## config.mk

```make
export PLATFORM = sky130hd
export DESIGN_NAME = metric_packet_parser
export DESIGN_NICKNAME = d
export VERILOG_FILES = /design/src/rtl/mpp_pkg.sv /design/src/rtl/mpp_front.sv /design/src/rtl/mpp_queue.sv /design/src/rtl/mpp_back.sv /design/src/rtl/metric_packet_parser.sv
export SDC_FILE = /design/constraint.sdc
export NUM_CORES = 1
export LEC_CHECK = 0
export ABC_CLOCK_PERIOD_IN_PS = 3550
export BUFFER_PORTS_ARGS = -buffer_cell sky130_fd_sc_hd__buf_2
export CAP_MARGIN = 20
export CORE_ASPECT_RATIO = 1.1
export CORE_MARGIN = 2
export CORE_UTILIZATION = 55
export CTS_BUF_LIST = sky130_fd_sc_hd__clkbuf_8
export DETAILED_ROUTE_END_ITERATION = 10
export MAX_ROUTING_LAYER = met4
export PLACE_DENSITY_LB_ADDON = 0.08
export SLEW_MARGIN = 20
export SYNTH_ARGS = -nofsm -noshare
export SYNTH_HDL_FRONTEND = slang
export SYNTH_SLANG_ARGS = --single-unit
export TNS_END_PERCENT = 1
```

## constraint.sdc

```tcl
create_clock -name clk -period 3.55 [get_ports clk]
set_clock_uncertainty 0.1 [all_clocks]
set_input_delay 0.1775 -clock clk [delete_from_list [all_inputs] [get_ports clk]]
set_output_delay 0.1775 -clock clk [all_outputs]
set_load 0.005 [all_outputs]
```

## src/rtl/mpp_pkg.sv

```systemverilog
// Shared types and constants for the metric packet parser.
package mpp_pkg;

    localparam int POS_W       = 9;
    localparam int POS_MAX     = 511;
    localparam int STAMP_FIRST = 2;
    localparam int LEN_POS     = 10;
    localparam int HDR_LEN     = 11;
    localparam int WORD_LEN    = 8;
    localparam int QUEUE_DEPTH = 4;

    // m_tdata: 161 bits of fields, padded to whole bytes
    localparam int OUT_BITS    = 161;
    localparam int OUT_W       = ((OUT_BITS + 7) / 8) * 8;

    localparam int CFG_IDX_W   = 2;

    typedef logic [CFG_IDX_W-1:0] cfg_idx_t;

    localparam cfg_idx_t CFG_MAGIC   = 2'd0;
    localparam cfg_idx_t CFG_COUNTER = 2'd1;
    localparam cfg_idx_t CFG_GAUGE   = 2'd2;

    localparam logic [7:0] MAGIC_RESET   = 8'd0;
    localparam logic [7:0] COUNTER_RESET = 8'd0;
    localparam logic [7:0] GAUGE_RESET   = 8'd1;

    // What a packet byte means, decided by the front end
    typedef enum logic [2:0] {
        OP_MAGIC,
        OP_TYPE,
        OP_STAMP,
        OP_LEN,
        OP_NAME,
        OP_VALUE,
        OP_SKIP
    } mpp_op_t;

    typedef struct packed {
        mpp_op_t    op;
        logic [7:0] data;
        logic [7:0] name_index;
        logic       last;
        logic       hdr_bad;    // magic or type mismatch on this byte
        logic       count_bad;  // byte count check fails (only meaningful when last)
    } mpp_item_t;

endpackage

```

## src/rtl/mpp_front.sv

```systemverilog
// Front end: configuration registers, position tracking and byte classification.
module mpp_front
(
    input  logic                clk,
    input  logic                rst_n,
    input  logic                s_tvalid,
    output logic                s_tready,
    input  logic [7:0]          s_tdata,
    input  logic                s_tlast,
    input  logic                cfg_valid,
    output logic                cfg_ready,
    input  mpp_pkg::cfg_idx_t   cfg_index,
    input  logic [7:0]          cfg_data,
    input  logic                queue_full,
    output logic                push,
    output mpp_pkg::mpp_item_t  push_item
);
    import mpp_pkg::*;

    logic [7:0]       magic_reg;
    logic [7:0]       counter_reg;
    logic [7:0]       gauge_reg;
    logic [POS_W-1:0] pos_reg;
    logic [POS_W-1:0] pos_next;
    logic [7:0]       len_reg;
    logic [7:0]       len_next;
    logic [9:0]       pos_ext;
    logic [9:0]       name_end;
    logic [9:0]       value_end;
    mpp_item_t        item;

    assign cfg_ready = 1'b1;
    assign s_tready  = !queue_full;
    assign push      = s_tvalid && s_tready;
    assign push_item = item;

    assign pos_ext   = {1'b0, pos_reg};
    assign name_end  = 10'(HDR_LEN) + {2'b00, len_reg};
    assign value_end = name_end + 10'(WORD_LEN);

    always_comb
    begin
        item.op         = OP_SKIP;
        item.data       = s_tdata;
        item.name_index = 8'(pos_ext - 10'(HDR_LEN));
        item.last       = s_tlast;
        item.hdr_bad    = 1'b0;
        // total count is pos+1 and must be header + name + value word
        item.count_bad  = (pos_ext == 10'(POS_MAX)) || (pos_ext + 10'd1 != value_end);
        len_next        = len_reg;

        if (pos_ext == 10'd0)
        begin
            item.op      = OP_MAGIC;
            item.hdr_bad = (s_tdata != magic_reg);
        end
        else if (pos_ext == 10'd1)
        begin
            item.op      = OP_TYPE;
            item.hdr_bad = (s_tdata != counter_reg) && (s_tdata != gauge_reg);
        end
        else if (pos_ext >= 10'(STAMP_FIRST) && pos_ext < 10'(LEN_POS))
        begin
            item.op = OP_STAMP;
        end
        else if (pos_ext == 10'(LEN_POS))
        begin
            item.op  = OP_LEN;
            len_next = s_tdata;
        end
        else if (pos_ext >= 10'(HDR_LEN) && pos_ext < name_end)
        begin
            item.op = OP_NAME;
        end
        else if (pos_ext >= name_end && pos_ext < value_end)
        begin
            item.op = OP_VALUE;
        end

        if (s_tlast)
        begin
            pos_next = '0;
            len_next = '0;
        end
        else if (pos_ext < 10'(POS_MAX))
        begin
            pos_next = pos_reg + POS_W'(1);
        end
        else
        begin
            pos_next = pos_reg;
        end
    end

    always_ff @(posedge clk or negedge rst_n)
    begin
        if (!rst_n)
        begin
            pos_reg <= '0;
            len_reg <= '0;
        end
        else if (push)
        begin
            pos_reg <= pos_next;
            len_reg <= len_next;
        end
    end

    always_ff @(posedge clk or negedge rst_n)
    begin
        if (!rst_n)
        begin
            magic_reg   <= MAGIC_RESET;
            counter_reg <= COUNTER_RESET;
            gauge_reg   <= GAUGE_RESET;
        end
        else if (cfg_valid && cfg_ready)
        begin
            case (cfg_index)
                CFG_MAGIC:   magic_reg   <= cfg_data;
                CFG_COUNTER: counter_reg <= cfg_data;
                CFG_GAUGE:   gauge_reg   <= cfg_data;
                default:     ;
            endcase
        end
    end

endmodule

```

## src/rtl/mpp_queue.sv

```systemverilog
// Short queue of classified bytes between front and back end.
module mpp_queue
#(
    parameter int DEPTH = mpp_pkg::QUEUE_DEPTH
)
(
    input  logic                clk,
    input  logic                rst_n,
    input  logic                push,
    input  mpp_pkg::mpp_item_t  push_item,
    output logic                full,
    input  logic                pop,
    output logic                head_valid,
    output mpp_pkg::mpp_item_t  head_item
);
    import mpp_pkg::*;

    localparam int PTR_W = (DEPTH > 1) ? $clog2(DEPTH) : 1;
    localparam int CNT_W = $clog2(DEPTH + 1);

    mpp_item_t        mem_reg [DEPTH];
    logic [PTR_W-1:0] wr_ptr_reg;
    logic [PTR_W-1:0] rd_ptr_reg;
    logic [CNT_W-1:0] count_reg;
    logic             do_push;
    logic             do_pop;

    assign full       = (count_reg == CNT_W'(DEPTH));
    assign head_valid = (count_reg != '0);
    assign head_item  = mem_reg[rd_ptr_reg];
    assign do_push    = push && !full;
    assign do_pop     = pop && head_valid;

    function automatic logic [PTR_W-1:0] ptr_inc(input logic [PTR_W-1:0] p);
        ptr_inc = (p == PTR_W'(DEPTH - 1)) ? '0 : p + PTR_W'(1);
    endfunction

    always_ff @(posedge clk or negedge rst_n)
    begin
        if (!rst_n)
        begin
            wr_ptr_reg <= '0;
            rd_ptr_reg <= '0;
            count_reg  <= '0;
        end
        else
        begin
            if (do_push)
            begin
                wr_ptr_reg <= ptr_inc(wr_ptr_reg);
            end
            if (do_pop)
            begin
                rd_ptr_reg <= ptr_inc(rd_ptr_reg);
            end
            if (do_push && !do_pop)
            begin
                count_reg <= count_reg + CNT_W'(1);
            end
            else if (do_pop && !do_push)
            begin
                count_reg <= count_reg - CNT_W'(1);
            end
        end
    end

    always_ff @(posedge clk)
    begin
        if (do_push)
        begin
            mem_reg[wr_ptr_reg] <= push_item;
        end
    end

endmodule

```

## src/rtl/mpp_back.sv

```systemverilog
// Back end: field assembly, status tracking and the output register.
module mpp_back
(
    input  logic                          clk,
    input  logic                          rst_n,
    input  logic                          head_valid,
    input  mpp_pkg::mpp_item_t            head_item,
    output logic                          pop,
    output logic                          m_tvalid,
    input  logic                          m_tready,
    output logic [mpp_pkg::OUT_W-1:0]     m_tdata,  // name_char, name_index, metric_type,
                                                    // stamp, value_word, name_length, status
    output logic                          m_tlast   // kind: 1 done item
);
    import mpp_pkg::*;

    logic [7:0]       type_reg,   type_next;
    logic [63:0]      stamp_reg,  stamp_next;
    logic [63:0]      value_reg,  value_next;
    logic [7:0]       len_reg,    len_next;
    logic             bad_reg,    bad_next;
    logic             split_reg,  split_next;   // name item of a final name byte is out
    logic             out_valid_reg, out_valid_next;
    logic             out_kind_reg,  out_kind_next;
    logic [OUT_W-1:0] out_data_reg,  out_data_next;
    logic             slot_free;
    logic             needs_out;
    logic             apply;
    logic             emit_name;
    logic             emit_done;
    logic [7:0]       upd_type;
    logic [63:0]      upd_stamp;
    logic [63:0]      upd_value;
    logic [7:0]       upd_len;
    logic             upd_bad;

    assign m_tvalid = out_valid_reg;
    assign m_tdata  = out_data_reg;
    assign m_tlast  = out_kind_reg;

    assign slot_free = !out_valid_reg || m_tready;
    assign needs_out = (head_item.op == OP_NAME) || head_item.last;

    // state as it stands once the head byte is applied
    always_comb
    begin
        upd_type  = type_reg;
        upd_stamp = stamp_reg;
        upd_value = value_reg;
        upd_len   = len_reg;
        upd_bad   = bad_reg | head_item.hdr_bad;
        case (head_item.op)
            OP_TYPE:  upd_type  = head_item.data;
            OP_STAMP: upd_stamp = {stamp_reg[55:0], head_item.data};
            OP_LEN:   upd_len   = head_item.data;
            OP_VALUE: upd_value = {value_reg[55:0], head_item.data};
            default:  ;
        endcase
    end

    always_comb
    begin
        pop            = 1'b0;
        apply          = 1'b0;
        emit_name      = 1'b0;
        emit_done      = 1'b0;
        split_next     = split_reg;
        out_valid_next = out_valid_reg;
        out_kind_next  = out_kind_reg;
        out_data_next  = out_data_reg;

        if (slot_free)
        begin
            out_valid_next = 1'b0;
        end

        if (head_valid)
        begin
            if (!needs_out)
            begin
                pop   = 1'b1;
                apply = 1'b1;
            end
            else if (slot_free)
            begin
                if (head_item.op == OP_NAME && !split_reg)
                begin
                    emit_name = 1'b1;
                    if (head_item.last)
                    begin
                        split_next = 1'b1;
                    end
                    else
                    begin
                        pop = 1'b1;
                    end
                end
                else
                begin
                    emit_done  = 1'b1;
                    split_next = 1'b0;
                    pop        = 1'b1;
                    apply      = 1'b1;
                end
            end
        end

        if (emit_name)
        begin
            out_valid_next = 1'b1;
            out_kind_next  = 1'b0;
            out_data_next  = OUT_W'({head_item.name_index, head_item.data});
        end
        else if (emit_done)
        begin
            out_valid_next = 1'b1;
            out_kind_next  = 1'b1;
            out_data_next  = OUT_W'({upd_bad | head_item.count_bad, upd_len, upd_value,
                                     upd_stamp, upd_type, 16'h0000});
        end

        type_next  = type_reg;
        stamp_next = stamp_reg;
        value_next = value_reg;
        len_next   = len_reg;
        bad_next   = bad_reg;
        if (apply)
        begin
            if (head_item.last)
            begin
                type_next  = '0;
                stamp_next = '0;
                value_next = '0;
                len_next   = '0;
                bad_next   = 1'b0;
            end
            else
            begin
                type_next  = upd_type;
                stamp_next = upd_stamp;
                value_next = upd_value;
                len_next   = upd_len;
                bad_next   = upd_bad;
            end
        end
    end

    always_ff @(posedge clk or negedge rst_n)
    begin
        if (!rst_n)
        begin
            type_reg      <= '0;
            stamp_reg     <= '0;
            value_reg     <= '0;
            len_reg       <= '0;
            bad_reg       <= 1'b0;
            split_reg     <= 1'b0;
            out_valid_reg <= 1'b0;
            out_kind_reg  <= 1'b0;
        end
        else
        begin
            type_reg      <= type_next;
            stamp_reg     <= stamp_next;
            value_reg     <= value_next;
            len_reg       <= len_next;
            bad_reg       <= bad_next;
            split_reg     <= split_next;
            out_valid_reg <= out_valid_next;
            out_kind_reg  <= out_kind_next;
        end
    end

    always_ff @(posedge clk)
    begin
        out_data_reg <= out_data_next;
    end

endmodule

```

## src/rtl/metric_packet_parser.sv

```systemverilog
// Top level of the metric packet parser.
//
// Packet bytes enter on the s_ channel, one item per byte, s_tlast on the
// final byte. Results leave on the m_ channel: a name byte item (m_tlast low)
// for each name byte, and a done item (m_tlast high) after the final byte with
// type, timestamp, raw value bits, name length and status (1 = bad packet).
// When the final byte is itself a name byte, its name item goes first.
// Configuration (magic, counter code, gauge code) is written on cfg_; the user
// must write it only while idle, which the block does not enforce. cfg_ready
// is always high. One byte per cycle is taken while m_tready stays high; a
// final byte that is also a name byte gives two output items, one at a time.
// A result passes through the queue and then the output register.
// The front end classifies bytes into a queue of QUEUE_DEPTH entries; the back
// end assembles fields and drives the output register. If m_tready stays low,
// the queue fills and s_tready drops. Reset clears all packet state and loads
// the configuration defaults.
module metric_packet_parser
#(
    parameter int QUEUE_DEPTH = mpp_pkg::QUEUE_DEPTH
)
(
    input  logic                        clk,
    input  logic                        rst_n,
    input  logic                        s_tvalid,
    output logic                        s_tready,
    input  logic [7:0]                  s_tdata,   // data_byte
    input  logic                        s_tlast,   // end_of_packet
    output logic                        m_tvalid,
    input  logic                        m_tready,
    output logic [mpp_pkg::OUT_W-1:0]   m_tdata,   // name_char, name_index, metric_type,
                                                   // stamp, value_word, name_length, status
    output logic                        m_tlast,   // kind
    input  logic                        cfg_valid,
    output logic                        cfg_ready,
    input  mpp_pkg::cfg_idx_t           cfg_index,
    input  logic [7:0]                  cfg_data
);
    import mpp_pkg::*;

    logic      push;
    logic      queue_full;
    logic      pop;
    logic      head_valid;
    mpp_item_t push_item;
    mpp_item_t head_item;

    mpp_front u_front
    (
        .clk        (clk),
        .rst_n      (rst_n),
        .s_tvalid   (s_tvalid),
        .s_tready   (s_tready),
        .s_tdata    (s_tdata),
        .s_tlast    (s_tlast),
        .cfg_valid  (cfg_valid),
        .cfg_ready  (cfg_ready),
        .cfg_index  (cfg_index),
        .cfg_data   (cfg_data),
        .queue_full (queue_full),
        .push       (push),
        .push_item  (push_item)
    );

    mpp_queue #(.DEPTH(QUEUE_DEPTH)) u_queue
    (
        .clk        (clk),
        .rst_n      (rst_n),
        .push       (push),
        .push_item  (push_item),
        .full       (queue_full),
        .pop        (pop),
        .head_valid (head_valid),
        .head_item  (head_item)
    );

    mpp_back u_back
    (
        .clk        (clk),
        .rst_n      (rst_n),
        .head_valid (head_valid),
        .head_item  (head_item),
        .pop        (pop),
        .m_tvalid   (m_tvalid),
        .m_tready   (m_tready),
        .m_tdata    (m_tdata),
        .m_tlast    (m_tlast)
    );

endmodule

```

==> impl_metrics.toml <==
[critical_path]
critPathMaxFanout = 4
start_kind = "flop"
cp.arrival_ns = 3.83
path_class = "flop to flop"
worstSetupEndpointType = "flop"
worstPathRequired_ns = 3.84

[global_route]
grt_max_degree = 102
antenna_found_initial = 0
globalRouteOverflowTotal = 0
grt_usage_pct = 24.30
grt_pass1_wl_um = 67630
grt_pass1_vias = 12564

[placement]
io_buffers = 187
gp_congestion = 0.8263
place_hpwl_um = 27210
post-place-ws_ns = -0.1606
place_area_sq_mm = 0.02019

[sta]
finalHoldViolations = 0
fin_crit_sh_pct = 99.71
period_needed_ns = 3.540
rsz0062_at_grt = "yes"
slew_headroom_pct = 42.49
fmax_ghz = 0.2825
setup_viol = 0
slew_viol_final = 0
worst_slack_ns = 0.01042
max_slew.worst_pin.slew_ns = 0.8627

[power]
p_leak_nw = 9.590
vdd_ir_drop_max_v = 0.0009613
power.density_mw_per_mm2 = 823.2

[cts]
htreeDepth = 3
cts_tree = "done"
path_clk_slew_ns = 0.06
cts_inserted_buffers = 71
numClockSinks = 445
clock_latency_ns = 0.59
cts-root-buf = "clkbuf_8"
clock_path_buffers = 3

[synthesis]
ys_ff_latch = 445
ys.flop_type = "dfrtp_1"
yosysWarnings = 0
synthAdderAreaFrac_pct = 2.034
yosysMostFrequentCell = "dfrtp_1"
async_flop_share_pct = 44.04
synthXorXnorAreaFrac_pct = 2.586
syn_inst = 1509
synth_top_family_by_area = "compound AO/OA/AOI/OAI gates"
synth_common_cells = "dfrtp_1 (195), dfxtp_1 (145), nand3_1 (145)"
synth_compound_area_share_pct = 13.19
synth_edf_count = 104
yosys.area_share.simple_pct = 8.065
syn_area_sq_mm = 0.01882
synthTopCellsByArea = "dfrtp_1 (26%), edfxtp_1 (17%), dfxtp_1 (15%), mux2i_1 (7.6%), a22o_1 (6.7%)"
ys_seq_area_share_pct = 58.09
synthMuxAreaShare_pct = 12.21
synth_top_area_share_pct = 25.93
synth.distinct_cells = 62
synth.avg_cell_area_sq_um = 12.47
synth_top_area_cell = "dfrtp_1"

[floorplan]
dieArea_sq_mm = 0.03571
rows = 71
initial_core_util_pct = 55.46
die_w_um = 180.4
core_area_sq_mm = 0.03394
die_y_um = 198.0
io_pins = 196

[routing]
wl_met2_um = 20530
dr_wl_met3_um = 1916
num_vias = 12803
avgRoutedWirePerCell_um = 18.99
drt_iter0_drc = 893
routed_wirelength_um = 42300
dr.pass1.iters = 7
highest_layer = "met4"
drtAntennaViolNets = 0
drcViolationCount = 0
wl_met1_um = 18740
viasPerCell = 5.749

[cells_and_area]
drive_gt1_share_pct = 23.20
largest_register_ffs = 161
fin_nets = 1785
area.growth.synth_to_final_pct = 16.20
antenna_cells = 0
post-route-cell-area_sq_mm = 0.02187
fillers = 2708

[worst_hold_path]
min_path_type = "input pin to flop"

[run_status]
outcome = "complete, no violations"

[run]
drv_cap = 0
[cells by family (layout without fill, tap and decap cells)]
family / Yosys count / count (layout)
buf+inv: 133 / 407
simple gates: 289 / 289
other cells: 2 / 8
mux: 198 / 198
flops: 445 / 445
fa+ha+maj: 30 / 30
compound gates: 358 / 358
xor+xnor: 54 / 54
[placed cells by master, fill, tap and decap left out, types with 34 or more instances in the layout]
cell        n
dfrtp_1   195
buf_2     186
dfxtp_1   145
nand3_1   144
a22o_1    144
mux2i_1   142
o21ai_0   133
edfxtp_1  104
clkbuf_8   86
inv_1      47
buf_4      45
xor2_1     36
nand2_1    34
[power by group]
| group | total [mW] | switching [mW] | internal (mW) |
|---|---|---|---|
| Sequential | 6.91 | 0.614 | 6.30 |
| Clock | 4.20 | 1.95 | 2.24 |
| Combinational | 6.89 | 4.36 | 2.53 |
[layout make-up]
cell class,instances,area (sq um),share of cell area [%]
clock inverter,46,215.2,0.9841
sequential,445,10930,49.99
tap,438,548.0,2.506
clock buffer,85,1170,5.350
multi-input combinational,937,7306,33.41
inverter,17,63.81,0.2918
timing repair buffer,259,1633,7.467
[layer usage]
| metal | track usage [%] | vias up |
|---|---|---|
| met5 | - | - |
| met4 | 8.542 | 0 |
| met3 | 4.451 | 75 |
| met2 | 38.35 | 297 |
| met1 | 31.86 | 6355 |
| li1 | - | 6076 |
[path summary, 6_finish.rpt]
path | cells after the start | startpoint | slack [ns] | end
max | 13 | u_front.len_reg[0]$_DFFE_PN0P_ | 0.01 | u_queue.mem_reg[2][19]$_DFFE_PP_
min | 4 | cfg_index[1] | 0.06 | u_front.magic_reg[1]$_DFFE_PN0P_
max reg2reg | 13 | u_front.len_reg[0]$_DFFE_PN0P_ | 0.01 | u_queue.mem_reg[2][19]$_DFFE_PP_
min reg2reg | 2 | u_back.m_tdata[81]$_SDFFE_PP0P_ | 0.36 | u_back.m_tdata[81]$_SDFFE_PP0P_
max in group asynchronous | 3 | rst_n | 2.18 | u_front.gauge_reg[0]$_DFFE_PN1P_
min in group asynchronous | 2 | rst_n | 0.16 | u_back.value_reg[49]$_DFFE_PN0P_
[per-stage QoR]
step	total power [mW]	cells	hold slack (ns)	setup TNS, ns	util (%)
floorplan	11.91	1515	-0.2181	0	-
global placement	13.69	2072	0.2489	-0.07096	59.51
detailed placement	13.81	2072	0.2489	-0.6425	59.51
CTS	18.09	2223	0.01624	0	64.23
global route	19.11	2227	0.05136	-0.4276	64.44
finish	18.00	2227	0.06174	0	64.44
[what timing repair did]
item	CTS	global route
buffers inserted	1	4
hold buffers	19	0
endpoints found under the hold margin	163	0
setup endpoints to repair	4	4
gates resized for setup	7	8
pin swaps	2	7
[critical path: stages (launching register included)]
cell and delay (ns):
dfrtp_1 0.39, inv_2 0.08, ha_4 0.15, nor2b_2 0.04, or3_1 0.41, and2_4 0.19
ha_4 0.16, a21boi_4 0.14, xor2_1 0.15, ha_1 0.32, a211o_1 0.29, o221a_2 0.25
or4b_4 0.48, a22oi_2 0.19
No activity file was read; power rests on OpenSTA's default activity.
